===== src/sv/sha_pkg.sv =====
// Package for the SHA-256 hash engine: round constants, initial hash values,
// controller state type and the command struct. No dependencies.
package sha_pkg;

	localparam int unsigned Rounds     = 64;

	typedef enum logic [2:0] {
		ST_LOAD,
		ST_ROUND,
		ST_UPDATE,
		ST_PAD,
		ST_EMIT
	} ctrl_state_t;

	typedef struct packed {
		logic       wr_byte;     // write a byte into the block window
		logic [7:0] wr_data;
		logic [5:0] wr_addr;
		logic       wr_len;      // write the bit count byte for wr_addr instead
		logic       count_byte;  // add eight to the bit count
		logic       round_init;  // load working words from the hash
		logic       round_step;  // run one compression round
		logic [5:0] round_idx;
		logic       hash_update; // fold working words into the hash
		logic       hash_init;   // return to initial hash, clear bit count
		logic [2:0] out_idx;
	} sha_cmd_t;

	function automatic logic [31:0] round_k(input logic [5:0] i);
		logic [31:0] k [0:63];
		k = '{
			32'h428a2f98,32'h71374491,32'hb5c0fbcf,32'he9b5dba5,32'h3956c25b,32'h59f111f1,
			32'h923f82a4,32'hab1c5ed5,32'hd807aa98,32'h12835b01,32'h243185be,32'h550c7dc3,
			32'h72be5d74,32'h80deb1fe,32'h9bdc06a7,32'hc19bf174,32'he49b69c1,32'hefbe4786,
			32'h0fc19dc6,32'h240ca1cc,32'h2de92c6f,32'h4a7484aa,32'h5cb0a9dc,32'h76f988da,
			32'h983e5152,32'ha831c66d,32'hb00327c8,32'hbf597fc7,32'hc6e00bf3,32'hd5a79147,
			32'h06ca6351,32'h14292967,32'h27b70a85,32'h2e1b2138,32'h4d2c6dfc,32'h53380d13,
			32'h650a7354,32'h766a0abb,32'h81c2c92e,32'h92722c85,32'ha2bfe8a1,32'ha81a664b,
			32'hc24b8b70,32'hc76c51a3,32'hd192e819,32'hd6990624,32'hf40e3585,32'h106aa070,
			32'h19a4c116,32'h1e376c08,32'h2748774c,32'h34b0bcb5,32'h391c0cb3,32'h4ed8aa4a,
			32'h5b9cca4f,32'h682e6ff3,32'h748f82ee,32'h78a5636f,32'h84c87814,32'h8cc70208,
			32'h90befffa,32'ha4506ceb,32'hbef9a3f7,32'hc67178f2};
		return k[i];
	endfunction

	function automatic logic [31:0] init_h(input logic [2:0] i);
		logic [31:0] h [0:7];
		h = '{32'h6a09e667,32'hbb67ae85,32'h3c6ef372,32'ha54ff53a,
			32'h510e527f,32'h9b05688c,32'h1f83d9ab,32'h5be0cd19};
		return h[i];
	endfunction

endpackage


===== src/sv/sha_datapath.sv =====
// Datapath of the SHA-256 engine: bit counter, a 16-word block window that
// doubles as the message schedule, one shared round unit and the hash words.
// Depends on sha_pkg.
module sha_datapath (
	input  logic              clk,
	input  logic              arst_n,
	input  sha_pkg::sha_cmd_t cmd,
	output logic [31:0]       digest_out
);

	logic [63:0] bits_q;
	logic [31:0] w_q [0:15];
	logic [31:0] s_q [0:7];
	logic [31:0] h_q [0:7];
	logic [31:0] x, y, s0, s1, w_new, t1, t2, e, a;
	logic [63:0] len_word;
	logic [7:0]  byte_data;

	// Message bit count modulo 2^64.
	always_ff @(posedge clk or negedge arst_n) begin
		if (!arst_n) begin
			bits_q <= '0;
		end else if (cmd.hash_init) begin
			bits_q <= '0;
		end else if (cmd.count_byte) begin
			bits_q <= bits_q + 64'd8;
		end
	end

	// Byte to write: a message or pad byte, or a big-endian byte of the bit count.
	always_comb begin
		len_word  = bits_q >> {~cmd.wr_addr[2:0], 3'b000};
		byte_data = cmd.wr_len ? len_word[7:0] : cmd.wr_data;
	end

	// Round functions; the schedule shifts one word per round.
	always_comb begin
		x     = w_q[1];
		y     = w_q[14];
		s0    = {x[6:0], x[31:7]} ^ {x[17:0], x[31:18]} ^ (x >> 3);
		s1    = {y[16:0], y[31:17]} ^ {y[18:0], y[31:19]} ^ (y >> 10);
		w_new = s1 + w_q[9] + s0 + w_q[0];
		e     = s_q[4];
		a     = s_q[0];
		t1    = s_q[7] + ({e[5:0], e[31:6]} ^ {e[10:0], e[31:11]} ^ {e[24:0], e[31:25]})
			+ ((e & s_q[5]) ^ (~e & s_q[6])) + sha_pkg::round_k(cmd.round_idx) + w_q[0];
		t2    = ({a[1:0], a[31:2]} ^ {a[12:0], a[31:13]} ^ {a[21:0], a[31:22]})
			+ ((a & s_q[1]) ^ (a & s_q[2]) ^ (s_q[1] & s_q[2]));
	end

	// Block window and schedule; byte 0 of a word is its most significant byte.
	always_ff @(posedge clk) begin
		if (cmd.round_step) begin
			for (int i = 0; i < 15; i++) begin
				w_q[i] <= w_q[i+1];
			end
			w_q[15] <= w_new;
		end else if (cmd.wr_byte) begin
			w_q[cmd.wr_addr[5:2]][{~cmd.wr_addr[1:0], 3'b000} +: 8] <= byte_data;
		end
	end

	// Working words.
	always_ff @(posedge clk) begin
		if (cmd.round_init) begin
			for (int i = 0; i < 8; i++) begin
				s_q[i] <= h_q[i];
			end
		end else if (cmd.round_step) begin
			s_q[7] <= s_q[6]; s_q[6] <= s_q[5]; s_q[5] <= s_q[4];
			s_q[4] <= s_q[3] + t1;
			s_q[3] <= s_q[2]; s_q[2] <= s_q[1]; s_q[1] <= s_q[0];
			s_q[0] <= t1 + t2;
		end
	end

	// Hash words.
	always_ff @(posedge clk or negedge arst_n) begin
		if (!arst_n) begin
			for (int i = 0; i < 8; i++) begin
				h_q[i] <= sha_pkg::init_h(3'(i));
			end
		end else if (cmd.hash_init) begin
			for (int i = 0; i < 8; i++) begin
				h_q[i] <= sha_pkg::init_h(3'(i));
			end
		end else if (cmd.hash_update) begin
			for (int i = 0; i < 8; i++) begin
				h_q[i] <= h_q[i] + s_q[i];
			end
		end
	end

	assign digest_out = h_q[cmd.out_idx];

endmodule


===== src/sv/sha_ctrl.sv =====
// Controller of the SHA-256 engine: byte loading, padding, round sequencing
// and digest emission. Depends on sha_pkg.
module sha_ctrl (
	input  logic              clk,
	input  logic              arst_n,
	input  logic              in_valid,
	output logic              in_ready,
	input  logic [7:0]        in_byte,
	input  logic              in_present,
	input  logic              in_last,
	output logic              out_valid,
	input  logic              out_ready,
	output logic [2:0]        out_idx,
	output sha_pkg::sha_cmd_t cmd
);

	sha_pkg::ctrl_state_t state_q, state_d;
	logic [5:0]  cnt_q, cnt_d;
	logic [5:0]  rnd_q, rnd_d;
	logic        fin_q, fin_d;     // 0x80 marker still owed
	logic        len_q, len_d;     // current padded block carries the length
	logic        close_q, close_d; // a message close is being processed
	logic [2:0]  oi_q, oi_d;

	// State and counters.
	always_ff @(posedge clk or negedge arst_n) begin
		if (!arst_n) begin
			state_q <= sha_pkg::ST_LOAD;
			cnt_q   <= '0;
			rnd_q   <= '0;
			fin_q   <= 1'b0;
			len_q   <= 1'b0;
			close_q <= 1'b0;
			oi_q    <= '0;
		end else begin
			state_q <= state_d;
			cnt_q   <= cnt_d;
			rnd_q   <= rnd_d;
			fin_q   <= fin_d;
			len_q   <= len_d;
			close_q <= close_d;
			oi_q    <= oi_d;
		end
	end

	// Next state and commands. Padding writes one byte per cycle at cnt_q.
	always_comb begin
		state_d = state_q;
		cnt_d   = cnt_q;
		rnd_d   = rnd_q;
		fin_d   = fin_q;
		len_d   = len_q;
		close_d = close_q;
		oi_d    = oi_q;
		cmd     = '0;
		cmd.round_idx = rnd_q;
		cmd.out_idx   = oi_q;
		in_ready  = 1'b0;
		out_valid = 1'b0;
		case (state_q)
			sha_pkg::ST_LOAD: begin
				in_ready = 1'b1;
				if (in_valid) begin
					if (in_present) begin
						cmd.wr_byte    = 1'b1;
						cmd.wr_data    = in_byte;
						cmd.wr_addr    = cnt_q;
						cmd.count_byte = 1'b1;
						cnt_d = cnt_q + 6'd1;
					end
					if (in_last) begin
						fin_d   = 1'b1;
						close_d = 1'b1;
					end
					if (in_present && cnt_q == 6'd63) begin
						cmd.round_init = 1'b1;
						rnd_d   = '0;
						state_d = sha_pkg::ST_ROUND;
					end else if (in_last) begin
						state_d = sha_pkg::ST_PAD;
					end
				end
			end
			sha_pkg::ST_PAD: begin
				// The 0x80 marker first, then zeros, then the length in the last eight bytes.
				cmd.wr_byte = 1'b1;
				cmd.wr_addr = cnt_q;
				if (fin_q) begin
					cmd.wr_data = 8'h80;
					fin_d = 1'b0;
					// A marker at byte 56 or above pushes the length into another block.
					len_d = (cnt_q < 6'd56);
				end else if (len_q && cnt_q >= 6'd56) begin
					cmd.wr_len = 1'b1;
				end else begin
					cmd.wr_data = 8'h00;
				end
				cnt_d = cnt_q + 6'd1;
				if (cnt_q == 6'd63) begin
					cmd.round_init = 1'b1;
					rnd_d   = '0;
					state_d = sha_pkg::ST_ROUND;
				end
			end
			sha_pkg::ST_ROUND: begin
				cmd.round_step = 1'b1;
				rnd_d = rnd_q + 6'd1;
				if (rnd_q == 6'(sha_pkg::Rounds - 1)) begin
					state_d = sha_pkg::ST_UPDATE;
				end
			end
			sha_pkg::ST_UPDATE: begin
				cmd.hash_update = 1'b1;
				cnt_d = '0;
				if (len_q) begin
					oi_d    = '0;
					state_d = sha_pkg::ST_EMIT;
				end else if (close_q) begin
					// Another padded block follows and it carries the length.
					len_d   = 1'b1;
					state_d = sha_pkg::ST_PAD;
				end else begin
					state_d = sha_pkg::ST_LOAD;
				end
			end
			sha_pkg::ST_EMIT: begin
				out_valid = 1'b1;
				if (out_ready) begin
					oi_d = oi_q + 3'd1;
					if (oi_q == 3'd7) begin
						cmd.hash_init = 1'b1;
						len_d   = 1'b0;
						fin_d   = 1'b0;
						close_d = 1'b0;
						state_d = sha_pkg::ST_LOAD;
					end
				end
			end
			default: state_d = sha_pkg::ST_LOAD;
		endcase
	end

	assign out_idx = oi_q;

	// Output is offered only while emitting.
	assert property (@(posedge clk) disable iff (!arst_n)
		out_valid |-> state_q == sha_pkg::ST_EMIT) else $error("valid outside emit");
	// No input taken while emitting.
	assert property (@(posedge clk) disable iff (!arst_n)
		in_ready |-> !out_valid) else $error("ready while emitting");
	// A round run lasts until the last round index.
	assert property (@(posedge clk) disable iff (!arst_n)
		(state_q == sha_pkg::ST_ROUND && rnd_q != 6'd63) |=> state_q == sha_pkg::ST_ROUND)
		else $error("round run cut short");

endmodule


===== src/sv/sha256_hash_engine.sv =====
// Top level of the SHA-256 hash engine: controller plus datapath.
// Depends on sha_pkg, sha_ctrl and sha_datapath.
//
// Input channel s_axis: one transaction per item; tdata holds the message
// byte, tuser marks whether the byte belongs to the message, tlast closes
// the message. Output channel m_axis: eight transactions per message, the
// digest words H0..H7, with the word index in tuser and tlast on word 7.
// s_axis_tready is high in the load state; after the 64th byte of a block it
// stays low while the single shared round unit runs the 64 rounds and the
// hash words are updated. On a close the block is padded one byte per cycle
// from the fill level to byte 63, then compressed; when the length field
// does not fit, a second padded block is compressed as well. The first
// digest word is offered on the cycle after the last update, and one word
// moves per cycle while m_axis_tready is high. The
// output holds while m_axis_tready is low; no input is accepted until
// word 7 is taken, after which the hash words return to their initial values.
// Reset puts the initial hash values in place, clears counts, drops
// m_axis_tvalid and enters the idle load state with s_axis_tready high.
module sha256_hash_engine (
	input  logic        clk,
	input  logic        arst_n,
	input  logic        s_axis_tvalid,
	output logic        s_axis_tready,
	input  logic [7:0]  s_axis_tdata,  // [7:0] data_byte
	input  logic        s_axis_tuser,  // [0] byte_present
	input  logic        s_axis_tlast,  // end_of_message
	output logic        m_axis_tvalid,
	input  logic        m_axis_tready,
	output logic [31:0] m_axis_tdata,  // [31:0] digest_word
	output logic [2:0]  m_axis_tuser,  // [2:0] word_index
	output logic        m_axis_tlast   // last_word
);

	sha_pkg::sha_cmd_t cmd;

	sha_ctrl u_ctrl (
		.clk(clk), .arst_n(arst_n),
		.in_valid(s_axis_tvalid), .in_ready(s_axis_tready),
		.in_byte(s_axis_tdata), .in_present(s_axis_tuser), .in_last(s_axis_tlast),
		.out_valid(m_axis_tvalid), .out_ready(m_axis_tready),
		.out_idx(m_axis_tuser), .cmd(cmd)
	);

	sha_datapath u_dp (
		.clk(clk), .arst_n(arst_n), .cmd(cmd), .digest_out(m_axis_tdata)
	);

	assign m_axis_tlast = (m_axis_tuser == 3'd7);

endmodule


===== config.mk =====
export PLATFORM = sky130hd
export DESIGN_NAME = sha256_hash_engine
export DESIGN_NICKNAME = d
export VERILOG_FILES = /design/src/sv/sha_pkg.sv /design/src/sv/sha_datapath.sv /design/src/sv/sha_ctrl.sv /design/src/sv/sha256_hash_engine.sv
export SDC_FILE = /design/constraint.sdc
export NUM_CORES = 2
export LEC_CHECK = 0
export BUFFER_PORTS_ARGS = -buffer_cell sky130_fd_sc_hd__buf_2
export CAP_MARGIN = 0
export CELL_PAD_IN_SITES_DETAIL_PLACEMENT = 1
export CELL_PAD_IN_SITES_GLOBAL_PLACEMENT = 1
export CORE_MARGIN = 2
export CORE_UTILIZATION = 51
export DETAILED_ROUTE_END_ITERATION = 6
export PLACE_DENSITY = 0.82
export SLEW_MARGIN = 15
export SYNTH_ARGS = -nofsm -noshare
export SYNTH_HDL_FRONTEND = slang
export SYNTH_SLANG_ARGS = --single-unit

===== constraint.sdc =====
create_clock -name clk -period 23.4 [get_ports clk]
set_clock_uncertainty 0.15 [all_clocks]
set_input_delay 2.34 -clock clk [delete_from_list [all_inputs] [get_ports clk]]
set_output_delay 2.34 -clock clk [all_outputs]
set_load 0.05 [all_outputs]

==> flow_summary.ini <==
[global_routing]
first_global_vias = 65100
track_usage_pct = 35.8
grt_max_degree = 184
overflow = 0
grt_pass1_wl_um = 411000
antenna_found_initial = 7

[route]
first_pass_iters = 6
drc = 0
drt_iter0_drc = 5132
drt-total-wl_um = 272000
wire_per_inst_um = 27.7
via_count = 62500
via_per_inst = 6.37
drt.antenna.violating_nets = 0

[final_layout]
layout.nets = 8392
syn2layout_area_growth_pct = 7.93
design_area_um2 = 81200
drive_gt1_share_pct = 8.21
finalNonFillerCells = 9812

[synth]
syn-num-nets = 8567
ys_ff_latch = 1106
yosysWarnings = 0
synth_area_um2 = 75200
synthFlopType = edfxtp_1
synth_cell_types = 98
synth_cells = 7958
ys_seq_area_share_pct = 42.1
synth-edff-count = 768
syn_avg_cell_area_um2 = 9.45
postSynth.asyncResetShare_pct = 30.6

[sta]
min_period_ns = 10.68
relSlewSlack_pct = 12.8
post-route-period-util_pct = 45.6
setup_violations = 0
slew_violations = 0
rsz0062_at_grt = false
tns_ns = 0
worst_pin_slew_ns = 1.30
max_freq_mhz = 93.7
hold_viol_final = 0
finalWorstSetupSlack_ns = 12.72

[clock_tree]
cts.htree.levels = 4
clock_sinks = 1106
cts_setup_buffers = 0
cts_buffers = 136
cts_resized = 0
clk_latency_ns = 0.78
cts_tree = done
clkTransAtPathRegs_ns = 0.06
root_buffer = clkbuf_16
clockBufferDepth = 3
hold_buffers = 0

[flow_run]
max-cap-violations = 0

[die]
rows = 140
die_w_um = 388
start_util_pct = 51.5
coreArea_um2 = 146000
dieArea_um2 = 151000
fp.dieH_um = 388
ioPinCount = 52

[setup_path]
max_stage_delay_ns = 0.81
critPathCaptureType = flip-flop
crit_family = adder cells
worstPathRequired_ns = 23.75
cp_max_fo = 17
start_kind = flip-flop
worstPathArrival_ns = 11.02
cp_slowest_cell = ha_1
crit_type = flip-flop to flip-flop
critPathBufInv = 5

[placed_design]
placed_cells = 9562
gp_congestion = 0.997
dpl_cell_area_um2 = 76800
dp_slack_ns = 13.09
io_buffers = 51
detailed_place_hpwl_um = 198000

[outcome]
run_status = completed

[hold_path]
min-delay-path-class = flip-flop to flip-flop
cells by family after synthesis:
group / share of synthesized area, %
AOI/OAI and AO/OA: 16.3
xor gates and xnor gates: 7.21
adders and majority gates: 12.1
buffers and inverters: 3.74
DFF: 42.1
muxes: 3.42
and+or+nand+nor: 15.1
metal layers:
metal  GRT usage [%]  routed length (um)  vias to the layer above
met1            45.0              107000                    31800
met2            58.9              129000                     2331
met4            21.7               19100                        8
met3            4.71               16100                      696
li1                -                   -                    27700
met5               0                  55                        -
through the flow:
step / hold WS (ns) / util (%)
4_1_cts: 0.351 / 55.6
6_report: 0.363 / 55.6
2_1_floorplan: 0.307 / -
3_5_place_dp: 0.327 / 52.5
5_1_grt: 0.383 / 55.6
3_3_place_gp: 0.324 / 52.5
placed cells by master, fill, tap and decap left out, drive strengths merged, types with 64 or more instances in the layout:
cell | synthesis | routed
dfrtp | 202 | 202
xnor2 | 379 | 379
a21oi | 478 | 478
fa | 195 | 195
nor2 | 351 | 351
inv | 299 | 305
xor2 | 240 | 240
dfstp | 136 | 136
mux2 | 64 | 64
mux4 | 72 | 72
nor3 | 120 | 120
nand3 | 169 | 169
ha | 400 | 400
o21ai | 1009 | 1009
nand2 | 1639 | 1639
a21o | 185 | 185
nand2b | 90 | 90
edfxtp | 768 | 768
clkbuf | 353 | 180
buf | 66 | 106
final timing paths:
kind	slack [ns]	to	startpoint	depth (start not counted)
max	12.72	u_dp.s_q[0][31]	u_ctrl.rnd_q[1]	35
min	0.36	u_dp.h_q[223]	u_dp.h_q[223]	2
max reg2reg	12.72	u_dp.s_q[0][31]	u_ctrl.rnd_q[1]	35
min reg2reg	0.36	u_dp.h_q[223]	u_dp.h_q[223]	2
max in group asynchronous	19.69	u_dp.h_q[34]	arst_n	3
min in group asynchronous	1.35	u_dp.h_q[215]	arst_n	1
worst min-delay path, delay by kind of cell (launching register included):
family,cells,cell delay [ns]
buf+inv,1,0.07
compound gates,1,0.06
flops,1,0.38
registers in the layout (all words and copies together) (netlist names), 3 cells and up:
| signal | count |
|---|---|
| u_dp.bits_q | 61 |
| u_ctrl.rnd_q | 6 |
| u_dp.h_q | 256 |
| u_ctrl.state_q | 3 |
| u_dp.w_q | 512 |
| u_ctrl.out_idx | 3 |
| u_dp.s_q | 256 |
| u_ctrl.cnt_q | 6 |
synth_stat cells (32+ instances only):
master,n,share of area (%)
o21bai_1,39,0.39
a211oi_1,56,0.56
a31oi_1,52,0.43
nor2b_1,57,0.47
o21ai_0,900,6.0
o211ai_1,32,0.32
nand2b_1,86,0.72
or3_1,43,0.36
mux2_2,64,0.96
nand2_1,1631,8.1
xnor2_1,379,4.4
dfstp_2,136,4.8
nor3_1,118,0.79
dfrtp_1,202,6.7
nor2_1,349,1.7
a21o_1,185,1.8
a21oi_1,478,3.2
clkbuf_1,352,1.8
ha_1,400,6.7
o21ai_1,93,0.62
mux4_2,72,2.2
nand3_1,169,1.1
and3_1,60,0.50
fa_1,195,5.2
xor2_1,240,2.8
inv_1,297,1.5
edfxtp_1,768,31
o31ai_1,34,0.34
o21a_1,45,0.45
final cells by class:
| type | count | area, um2 |
|---|---|---|
| inverter | 302 | 1130 |
| antenna | 1 | 2.50 |
| clock inverter | 69 | 732 |
| timing repair buffer | 106 | 728 |
| multi-input combinational | 6131 | 40800 |
| tap | 1917 | 2400 |
| clock buffer | 180 | 3680 |
| fill | 16300 | 64900 |
| sequential | 1106 | 31700 |
Power is left out: the tool's default activity adds up to more than one toggle a clock period on the data nets, which glitch-free logic cannot reach.
